### src/design/ahtx_pkg.sv
// Types and constants of the async HDLC transmit byte stuffer.
`timescale 1ns / 1ps

package ahtx_pkg;

  localparam int FRAME_SIZE  = 4096;
  localparam int SIZE_MARGIN = 10;
  localparam int MAX_RES     = 5;
  localparam int LC_W        = $clog2(FRAME_SIZE) + 1;
  localparam int CNT_W       = $clog2(MAX_RES + 1);
  localparam int CFG_IDX_W   = 3;
  localparam int CFG_DATA_W  = 64;

  typedef logic [LC_W-1:0]      lc_t;
  typedef logic [CNT_W-1:0]     cnt_t;
  typedef logic [CFG_IDX_W-1:0] cfg_idx_t;

  localparam lc_t SIZE_LIMIT = lc_t'(FRAME_SIZE - SIZE_MARGIN);

  localparam logic [7:0] LINE_FLAG  = 8'h7E;
  localparam logic [7:0] LINE_ESC   = 8'h7D;
  localparam logic [7:0] ESC_XOR    = 8'h20;
  localparam logic [7:0] CTRL_LIMIT = 8'h20;

  // Configuration register indexes
  localparam cfg_idx_t CFG_TX_ACCM  = 3'd0;
  localparam cfg_idx_t CFG_MAP_EN   = 3'd1;
  localparam cfg_idx_t CFG_MAP_0    = 3'd2;
  localparam cfg_idx_t CFG_MAP_1    = 3'd3;
  localparam cfg_idx_t CFG_MAP_2    = 3'd4;
  localparam cfg_idx_t CFG_MAP_3    = 3'd5;

  typedef struct packed {
    logic [7:0] data_byte;
    logic       first_byte;
    logic       last_byte;
    logic       lcp_frame;
  } in_item_t;

  typedef struct packed {
    logic [7:0] out_byte;
    logic       frame_aborted;
    logic       end_of_item;
  } out_item_t;

  typedef out_item_t [MAX_RES-1:0] burst_t;

  // Encoded results of one request and how many of them are valid.
  typedef struct packed {
    burst_t items;
    cnt_t   count;
  } enc_t;

  typedef struct packed {
    logic [31:0]  tx_accm;
    logic         escape_map_enable;
    logic [255:0] escape_map;
  } cfg_t;

endpackage

### src/design/ahtx_cfg_regs.sv
// Configuration registers of the transmit framer.
`timescale 1ns / 1ps

module ahtx_cfg_regs (
  input  logic                        clk,
  input  logic                        rst_n,
  input  logic                        cfg_we,
  input  ahtx_pkg::cfg_idx_t          cfg_index,
  input  logic [ahtx_pkg::CFG_DATA_W-1:0] cfg_data,
  output ahtx_pkg::cfg_t              cfg
);

  ahtx_pkg::cfg_t cfg_r;

  always_ff @(posedge clk) begin
    if (!rst_n) begin
      cfg_r.tx_accm           <= 32'hFFFF_FFFF;
      cfg_r.escape_map_enable <= 1'b0;
      cfg_r.escape_map        <= '0;
    end else if (cfg_we) begin
      unique case (cfg_index)
        ahtx_pkg::CFG_TX_ACCM: cfg_r.tx_accm           <= cfg_data[31:0];
        ahtx_pkg::CFG_MAP_EN:  cfg_r.escape_map_enable <= cfg_data[0];
        ahtx_pkg::CFG_MAP_0:   cfg_r.escape_map[63:0]    <= cfg_data;
        ahtx_pkg::CFG_MAP_1:   cfg_r.escape_map[127:64]  <= cfg_data;
        ahtx_pkg::CFG_MAP_2:   cfg_r.escape_map[191:128] <= cfg_data;
        ahtx_pkg::CFG_MAP_3:   cfg_r.escape_map[255:192] <= cfg_data;
        default: ;
      endcase
    end
  end

  assign cfg = cfg_r;

endmodule

### src/design/ahtx_encoder.sv
// Frame state and byte-stuffing encoder: turns one request into its line bytes.
`timescale 1ns / 1ps

module ahtx_encoder (
  input  logic                 clk,
  input  logic                 rst_n,
  input  logic                 accept,
  input  ahtx_pkg::in_item_t   item,
  input  ahtx_pkg::cfg_t       cfg,
  output ahtx_pkg::enc_t       enc
);

  logic           in_frame_r, in_frame_nxt;
  ahtx_pkg::lc_t  line_count_r, line_count_nxt;

  logic           open_frame;
  logic           esc1, esc2, over;
  logic [7:0]     c0, c1, c2;
  ahtx_pkg::lc_t  base, total;
  ahtx_pkg::cnt_t pos;
  ahtx_pkg::burst_t items;

  always_comb begin
    c0         = item.data_byte;
    open_frame = in_frame_r | item.first_byte;

    esc1 = ((c0 < ahtx_pkg::CTRL_LIMIT) && (item.lcp_frame || cfg.tx_accm[c0[4:0]]))
           || (c0 == ahtx_pkg::LINE_ESC) || (c0 == ahtx_pkg::LINE_FLAG);
    c1   = esc1 ? (c0 ^ ahtx_pkg::ESC_XOR) : c0;
    // The extra map looks at the byte after the first escape, if any.
    esc2 = cfg.escape_map_enable && cfg.escape_map[c1];
    c2   = esc2 ? (c1 ^ ahtx_pkg::ESC_XOR) : c1;

    base  = item.first_byte ? ahtx_pkg::lc_t'(1) : line_count_r;
    total = base + ahtx_pkg::lc_t'(esc1) + ahtx_pkg::lc_t'(esc2) + ahtx_pkg::lc_t'(1);
    over  = (total >= ahtx_pkg::SIZE_LIMIT);

    items = '0;
    pos   = '0;
    if (item.first_byte) begin
      items[pos].out_byte = ahtx_pkg::LINE_FLAG;
      pos = pos + ahtx_pkg::cnt_t'(1);
    end
    if (open_frame) begin
      if (esc1) begin
        items[pos].out_byte = ahtx_pkg::LINE_ESC;
        pos = pos + ahtx_pkg::cnt_t'(1);
      end
      if (esc2) begin
        items[pos].out_byte = ahtx_pkg::LINE_ESC;
        pos = pos + ahtx_pkg::cnt_t'(1);
      end
      items[pos].out_byte = c2;
      pos = pos + ahtx_pkg::cnt_t'(1);
      if (over) begin
        items[pos].frame_aborted = 1'b1;
        pos = pos + ahtx_pkg::cnt_t'(1);
      end else if (item.last_byte) begin
        items[pos].out_byte = ahtx_pkg::LINE_FLAG;
        pos = pos + ahtx_pkg::cnt_t'(1);
      end
    end
    for (int k = 0; k < ahtx_pkg::MAX_RES; k++) begin
      items[k].end_of_item = (ahtx_pkg::cnt_t'(k + 1) == pos);
    end

    enc.items = items;
    enc.count = pos;

    in_frame_nxt   = in_frame_r;
    line_count_nxt = line_count_r;
    if (open_frame) begin
      if (over || item.last_byte) begin
        in_frame_nxt   = 1'b0;
        line_count_nxt = '0;
      end else begin
        in_frame_nxt   = 1'b1;
        line_count_nxt = total;
      end
    end
  end

  always_ff @(posedge clk) begin
    if (!rst_n) begin
      in_frame_r   <= 1'b0;
      line_count_r <= '0;
    end else if (accept) begin
      in_frame_r   <= in_frame_nxt;
      line_count_r <= line_count_nxt;
    end
  end

endmodule

### src/design/ahtx_burst.sv
// Burst buffer: moves encoded line bytes one per cycle to the output register if free.
`timescale 1ns / 1ps

module ahtx_burst (
  input  logic                clk,
  input  logic                rst_n,
  input  logic                load,
  input  ahtx_pkg::enc_t      enc,
  output logic                can_load,
  output logic                out_valid,
  input  logic                out_stall,
  output ahtx_pkg::out_item_t out_data
);

  ahtx_pkg::burst_t    buf_r;
  ahtx_pkg::cnt_t      rem_r;
  logic                out_valid_r;
  ahtx_pkg::out_item_t out_data_r;

  logic out_free, move;

  assign out_free = !out_valid_r || !out_stall;
  assign move     = (rem_r != '0) && out_free;
  // A new request may enter as soon as the last buffered byte leaves.
  assign can_load = (rem_r == '0) || ((rem_r == ahtx_pkg::cnt_t'(1)) && out_free);

  always_ff @(posedge clk) begin
    if (!rst_n) begin
      rem_r <= '0;
    end else if (load) begin
      rem_r <= enc.count;
    end else if (move) begin
      rem_r <= rem_r - ahtx_pkg::cnt_t'(1);
    end
  end

  always_ff @(posedge clk) begin
    if (load) begin
      buf_r <= enc.items;
    end else if (move) begin
      for (int k = 0; k < ahtx_pkg::MAX_RES - 1; k++) begin
        buf_r[k] <= buf_r[k+1];
      end
    end
  end

  always_ff @(posedge clk) begin
    if (!rst_n) begin
      out_valid_r <= 1'b0;
    end else if (move) begin
      out_valid_r <= 1'b1;
    end else if (!out_stall) begin
      out_valid_r <= 1'b0;
    end
  end

  always_ff @(posedge clk) begin
    if (move) begin
      out_data_r <= buf_r[0];
    end
  end

  assign out_valid = out_valid_r;
  assign out_data  = out_data_r;

endmodule

### src/design/async_hdlc_tx_byte_stuffer.sv
// Top level of the async HDLC transmit byte stuffer.
// Input channel: one payload byte per request with first, last and LCP flags,
// taken when in_valid is high and in_stall is low. Output channel: one line
// byte per transfer, in order, with an abort marker and an end-of-item marker.
// A request is encoded in the cycle it is accepted and its line bytes (none to
// five) are loaded into a burst buffer; its first line byte then passes from the
// buffer into the output register. The output register sends one line byte per
// cycle while the receiver does not stall, with the burst buffer draining into it.
// A new request is taken in the cycle the last byte of the previous one moves to
// the output register, even while that byte is still stalled there.
// Configuration is written through cfg_we, cfg_index and cfg_data; the user must
// do so only while idle, which the block itself does not enforce.
// Synchronous reset closes any open frame, empties the buffer and restores the
// register defaults. When the receiver stalls, the output holds its byte and
// the buffer keeps its bytes; in_stall is high whenever the buffer cannot
// take a new request.
`timescale 1ns / 1ps

module async_hdlc_tx_byte_stuffer (
  input  logic                            clk,
  input  logic                            rst_n,
  input  logic                            in_valid,
  output logic                            in_stall,
  input  ahtx_pkg::in_item_t              in_data,
  output logic                            out_valid,
  input  logic                            out_stall,
  output ahtx_pkg::out_item_t             out_data,
  input  logic                            cfg_we,
  input  ahtx_pkg::cfg_idx_t              cfg_index,
  input  logic [ahtx_pkg::CFG_DATA_W-1:0] cfg_data
);

  ahtx_pkg::cfg_t cfg;
  ahtx_pkg::enc_t enc;
  logic           can_load;
  logic           accept;

  assign in_stall = !can_load;
  assign accept   = in_valid && can_load;

  ahtx_cfg_regs u_cfg (
    .clk       (clk),
    .rst_n     (rst_n),
    .cfg_we    (cfg_we),
    .cfg_index (cfg_index),
    .cfg_data  (cfg_data),
    .cfg       (cfg)
  );

  ahtx_encoder u_enc (
    .clk    (clk),
    .rst_n  (rst_n),
    .accept (accept),
    .item   (in_data),
    .cfg    (cfg),
    .enc    (enc)
  );

  ahtx_burst u_burst (
    .clk       (clk),
    .rst_n     (rst_n),
    .load      (accept),
    .enc       (enc),
    .can_load  (can_load),
    .out_valid (out_valid),
    .out_stall (out_stall),
    .out_data  (out_data)
  );

endmodule

### config.mk
export PLATFORM = sky130hd
export DESIGN_NAME = async_hdlc_tx_byte_stuffer
export DESIGN_NICKNAME = d
export VERILOG_FILES = /design/src/design/ahtx_pkg.sv /design/src/design/ahtx_cfg_regs.sv /design/src/design/ahtx_encoder.sv /design/src/design/ahtx_burst.sv /design/src/design/async_hdlc_tx_byte_stuffer.sv
export SDC_FILE = /design/constraint.sdc
export NUM_CORES = 1
export LEC_CHECK = 0
export BUFFER_PORTS_ARGS = -buffer_cell sky130_fd_sc_hd__clkbuf_2
export CORE_AREA = 2 2 166 168
export CTS_CLUSTER_DIAMETER = 150
export DETAILED_ROUTE_END_ITERATION = 8
export DIE_AREA = 0 0 168 170
export PLACE_DENSITY = 0.87
export SLEW_MARGIN = 20
export SYNTH_ARGS = -nofsm -noshare
export SYNTH_HDL_FRONTEND = slang
export SYNTH_SLANG_ARGS = --single-unit
export TNS_END_PERCENT = 100
### constraint.sdc
create_clock -name clk -period 10.4 [get_ports clk]
set_clock_uncertainty 0.15 [all_clocks]
set_input_delay 0.52 -clock clk [delete_from_list [all_inputs] [get_ports clk]]
set_output_delay 0.52 -clock clk [all_outputs]
set_load 0.01 [all_outputs]
# Word level (Yosys, flattened, before mapping)
# Cells that the tools add are included.
[word_totals]
in_bits = 83
ff_bits = 367
elab_cells = 140
out_inout_bits = 12
[op_classes]
bitwise_logic = 3
n_eq_ne = 14
order_cmp = 12
mux = 46
reduce_logical = 29
n_addsub = 8
[op_table]
columns = ["op", "count"]
rows = [
  ["50-bit 2-to-1 mux", 6],
  ["50-bit bitwise mux", 5],
  ["10-bit demux with 3-bit select", 5],
  ["40-bit 2-to-1 mux", 3],
  ["10-bit 2-to-1 mux", 4],
  ["3-bit 2-to-1 mux", 9],
  ["13-bit by 1-bit adder with 13-bit output", 2],
  ["13-bit 2-to-1 mux", 2],
  ["8-bit by 7-bit == test with 1-bit output (second input constant)", 2],
  ["2-bit AND reduction", 7],
  ["13-bit by 1-bit adder with 13-bit output (second input constant)", 1],
  ["13-bit by 12-bit >= comparator with 1-bit output (second input constant)", 1],
  ["3-bit by 4-bit < comparator with 1-bit output (second input constant)", 3],
  ["6-bit 2-to-1 mux", 2],
  ["3-bit by 1-bit adder with 3-bit output (second input constant)", 3],
  ["3-bit by 1-bit >= comparator with 1-bit output (second input constant)", 3],
  ["1-bit logical AND", 9],
  ["8-bit by 9-bit < comparator with 1-bit output (second input constant)", 1],
  ["1-bit binary-select mux with 8-bit select", 1],
  ["8-bit by 6-bit < comparator with 1-bit output (second input constant)", 1],
  ["7-bit 2-to-1 mux", 1],
  ["2-bit by 3-bit == test with 1-bit output (first input constant)", 2],
  ["3-bit by 1-bit == test with 1-bit output (second input constant)", 2],
  ["3-bit by 2-bit == test with 1-bit output (second input constant)", 2],
  ["other kinds (19)", 35],
]

# Logic depth before layout (Yosys ltp)
[depth]
depth_word = 22
mapped_depth = 24
depth_no_buf = 19

# Modules after synthesis
# A second synthesis with hierarchy kept.
[hier_totals]
hier_cells = 1748
area_unflattened_um2 = 18282.5
[by_module_without_submodules]
columns = ["mod", "seq_area_each_um2", "n_inst", "cells_each", "area_per_inst_um2"]
rows = [
  ["ahtx_cfg_regs", 5785.5, 1, 1043, 10892.9],
  ["ahtx_encoder", 280.3, 1, 565, 4778.3],
  ["ahtx_burst", 1881.8, 1, 138, 2601.2],
  ["async_hdlc_tx_byte_stuffer", 0.0, 1, 2, 10.0],
]

# Least setup slack after synthesis
# No wires, ideal clock.
[synth_timing]
path_type = "input -> register"
startpoint = "input in_data[3] in the netlist's numbering"
endpoint = "register u_burst.buf_r[10] in the netlist's numbering, data pin"
path_stages = 22
arrival_time_ps = 5481
required_ps = 10119
setup_time_ps = 131
path_slack_ps = 4639
path_buffers = 4
cell_sequence = "buf_6 -> buf_6 -> mux4_2 -> a22o_1 -> a211oi_2 -> o21ai_2 -> a211o_1 -> a21oi_1 -> or2_1 -> buf_2 -> ha_1 -> fa_1 -> nand3_1 -> or4_1 -> or3_1 -> a21oi_1 -> a211oi_1 -> clkbuf_1 -> or2_2 -> a21oi_1 -> nor2b_1 -> a22o_1"
[synth_between]
elab_chain_cells = 19
word_cells_on_any_way = 29
classes_between = "add/sub: 6; order compare: 2; eq/ne: 3; mux: 13; reduce/logical: 5"
[synth_lines]
columns = ["item", "line_no", "source"]
rows = [
  ["from (decl)", "async_hdlc_tx_byte_stuffer.sv:24", "input ahtx_pkg::in_item_t in_data,"],
  ["parallel branches: the longest is 15 deep, another holds 13-bit by 1-bit adder with 13-bit output", "n/a", ""],
  ["3-bit 2-to-1 mux (*)", "ahtx_encoder.sv:55", "if (over) begin"],
  ["3-bit 2-to-1 mux (*)", "ahtx_encoder.sv:44", "if (open_frame) begin"],
  ["2-bit by 3-bit == test with 1-bit output (*)", "ahtx_encoder.sv:64", "items[k].end_of_item = (ahtx_pkg::cnt_t'(k + 1) == pos);"],
  ["40-bit 2-to-1 mux (*)", "ahtx_burst.sv:38", "if (load) begin"],
  ["to (signal assigned)", "ahtx_burst.sv:39", "buf_r <= enc.items;"],
  ["to (signal, indexed assignment)", "ahtx_burst.sv:42", "buf_r[k] <= buf_r[k+1];"],
  ["to (decl)", "ahtx_burst.sv:15", "ahtx_pkg::burst_t buf_r;"],
]
# Mark *: on every way between the ends. The select of a mux whose other input is x is not followed.
# A chain may end at the register's enable or synchronous reset.

# Worst setup path in the final report
[layout_timing]
startpoint = "input in_data[3] in the netlist's numbering"
endpoint = "register u_burst.buf_r[8] in the netlist's numbering, data pin"
[layout_between]
elab_chain_cells = 22
word_cells_on_any_way = 51
classes_between = "add/sub: 5; order compare: 8; eq/ne: 2; mux: 28; reduce/logical: 8"
[layout_lines]
columns = ["item", "line_no"]
rows = [
  ["parallel branches: the longest is 19 deep, another holds 13-bit by 1-bit adder with 13-bit output", "n/a"],
  ["50-bit 2-to-1 mux (*)", "ahtx_encoder.sv:55"],
  ["40-bit 2-to-1 mux (*)", "ahtx_encoder.sv:44"],
  ["40-bit 2-to-1 mux (*)", "ahtx_burst.sv:38"],
]
# Marks and branches as above.

==> results.cfg <==
[finish]
area_growth_pct = 9.83
drive_gt1_share_pct = 13.3
finalNetCount = 2034
design_area_um2 = 19100

[clock_tree]
postCtsHoldBufs = 0
cts_resized = 0
cts_max_level = 2
cts_tree = yes
postCtsSetupRepairBufs = 0
clk_pin_slew_worst_paths_ns = 0.06
cts-root-buf = clkbuf_16
clock_latency_ns = 0.55
numCtsBuffers = 39
cts_max_path_buffers = 3
cts_sinks = 367

[worst_setup_path]
slowest_stage = buf_4
critical_path.max_stage_delay_ns = 0.75
path_buf_inv = 2
critPathLaunchType = input pin
crit_chain = buf_4, buf_4, mux4_2, a22o_1, a211oi_2, o21ai_2, a211o_1, a21oi_1, or2_1, ha_1, fa_1, nand3_1, or4_1, or3_1, a21oi_1, a211o_1, nor3_1, o21ai_0, a31oi_1, a221o_1
arrival_ns = 7.24
crit_required_ns = 10.54
crit_path_max_fanout = 53
worstSetupPathType = input pin to flop
crit_path_end_kind = flop
cpLargestDelayFamily = compound AO/OA/AOI/OAI gates

[placed_design]
dp_hpwl_mm = 28.2
dpl_cell_area_um2 = 17800
port_buffers = 94
place_congestion = 0.944

[floorplan]
core_um2 = 26700
die-area_um2 = 28600
initial_core_util_pct = 65.2
num_rows = 60
top_level_ports = 95
die_y_um = 170
dieWidth_um = 168

[timing]
finalSetupViolCount = 0
period_needed_ns = 7.11
tightest_slew_ns = 1.10
finalSetupTns_ns = 0
max_slew_margin_pct = 26.7
rsz0062_at_grt = no
maxSlewViolCount = 0
finalCritPeriodShare_pct = 68.3
hold_violations = 0
max_freq_ghz = 0.141

[logic_synthesis]
syn_inst = 1935
synth-async-reset-ratio_pct = 0
synth_edf_count = 60
syn_area_um2 = 17400
synth_top_family_by_area = simple AND/OR/NAND/NOR gates
ys_seq_area_share_pct = 45.7
synthAdderAreaFrac_pct = 1.17
synth.top_cell.area_share_pct = 35.3
synthTopCellsByArea = dfxtp_1, nand2_1, a21boi_0
synthMuxAreaShare_pct = 9.39
syn_nets = 2033
synthDistinctLibCells = 74
yosys.area_share.simple_pct = 20.0
yosysTopAreaCell = dfxtp_1
ys_ff_latch = 367
synth-compound-area-share_pct = 19.1
synth_ff_type = dfxtp_1
synth_xor_area_share_pct = 0.453
synth.avg_cell_area_um2 = 8.99
ys_warn_count = 0

[route]
post_drt_wl_per_cell_um = 19.3
avgViaCountPerCell = 6.25
drt_wl_total_mm = 44.5
drc_errors = 0
drt-met1-wl_mm = 18.0
met3_wirelength_mm = 3.57
ant_nets = 0
wl_met2_mm = 21.3
dr.first_iter.drc_count = 1446
vias = 14400
top_layer = met5
first_pass_iters = 8

[global_routing]
grt.overflow.total = 0
grt_max_degree = 176
antenna_found_initial = 3
grt_usage_pct = 31.0
grt_first_pass_wirelength_mm = 71.8
grt_pass1_vias = 14400

[run]
maxCapViolCount = 0

[min_path]
min_path_type = input pin to flop

[run_status]
status = finished, final reports clean

[power]
powerDensity_nw_per_um2 = 190
leakage_nw = 6.78
power_mw = 3.63
ir_worst_vdd_mv = 0.121
[logic make-up after synthesis]
kind of cell             Yosys count
AO/OA/AOI/OAI                    454
multiplexers                      90
AND/OR/NAND/NOR                  829
adder cells (fa/ha/maj)           15
flip-flops                       367
XOR/XNOR                           9
buffers and inverters            171
[routing by layer]
layer | global-route usage (%) | vias to the layer above
li1 | - | 6711
met1 | 39.4 | 6925
met3 | 5.60 | 133
met2 | 52.4 | 645
met5 | 0 | -
met4 | 13.4 | 4
[placed cells by master, fill, tap and decap left out, drive strengths merged, types with 9 or more instances in the layout]
master / instances
a21boi: 262
a21oi: 53
a22o: 15
a22oi: 19
buf: 21
clkbuf: 146
clkinv: 9
dfxtp: 307
edfxtp: 60
ha: 13
inv: 21
mux2i: 27
mux4: 58
nand2: 640
nand3: 56
nor2: 29
nor2b: 25
nor3: 17
o21ai: 24
xnor2: 9
[worst min-delay path, stage by stage]
cell      delay [ns]
clkbuf_2        0.11
nand2_1         0.06
a21boi_0        0.06
[registers in the layout, summed over array words and instances, names as in the netlist]
name	flops
u_enc.line_count_r	13
u_burst.out_data	10
u_cfg.cfg	289
u_burst.buf_r	50
u_burst.rem_r	3
u_burst.out_valid	1
u_enc.in_frame_r	1
[per-stage QoR]
| step | setup WS [ns] | std cells | hold slack, ns | util (%) |
|---|---|---|---|---|
| 3_3_place_gp | 2.61 | 2236 | 0.253 | 66.8 |
| 6_report | 3.29 | 2307 | 0.118 | 71.7 |
| 2_1_floorplan | 4.64 | 1935 | 0.250 | - |
| 4_1_cts | 3.32 | 2306 | 0.114 | 71.6 |
| 3_5_place_dp | 2.79 | 2236 | 0.256 | 66.8 |
| 5_1_grt | 2.82 | 2307 | 0.125 | 71.7 |
[where the power goes]
part / internal (mW) / total, mW / switching, mW
registers: 1.65 / 1.71 / 0.0531
clock network: 0.812 / 1.39 / 0.579
logic: 0.187 / 0.531 / 0.344
[layout make-up]
type | instances | area [um^2]
antenna | 1 | 2.50
fill | 1844 | 7550
sequential | 367 | 7950
timing repair buffer | 112 | 621
multi-input combinational | 1397 | 8740
clock buffer | 55 | 1090
inverter | 19 | 71.3
clock inverter | 15 | 199
tap | 341 | 427
[cell usage after synthesis (17+ instances only)]
cell / count
clkbuf_1: 117
nand2_1: 640
mux4_2: 58
inv_1: 18
nor2_1: 29
a21oi_1: 51
o21ai_0: 23
a21boi_0: 261
nor3_1: 17
edfxtp_1: 60
nor2b_1: 25
mux2i_1: 27
dfxtp_1: 307
nand3_1: 56
a22oi_1: 19
[path summary, 6_finish.rpt]
| check | start | endpoint | slack (ns) | depth (start not counted) |
|---|---|---|---|---|
| worst min register to register | u_burst.buf_r[8] | u_burst.out_data[8] | 0.27 | 0 |
| worst max-delay path | in_data[3] | u_burst.buf_r[8] | 3.29 | 20 |
| worst min-delay path | cfg_data[38] | u_cfg.cfg[102] | 0.12 | 3 |
| worst max register to register | u_cfg.cfg[272] | u_burst.buf_r[8] | 4.27 | 18 |
Power figures use the tool's default switching activity.
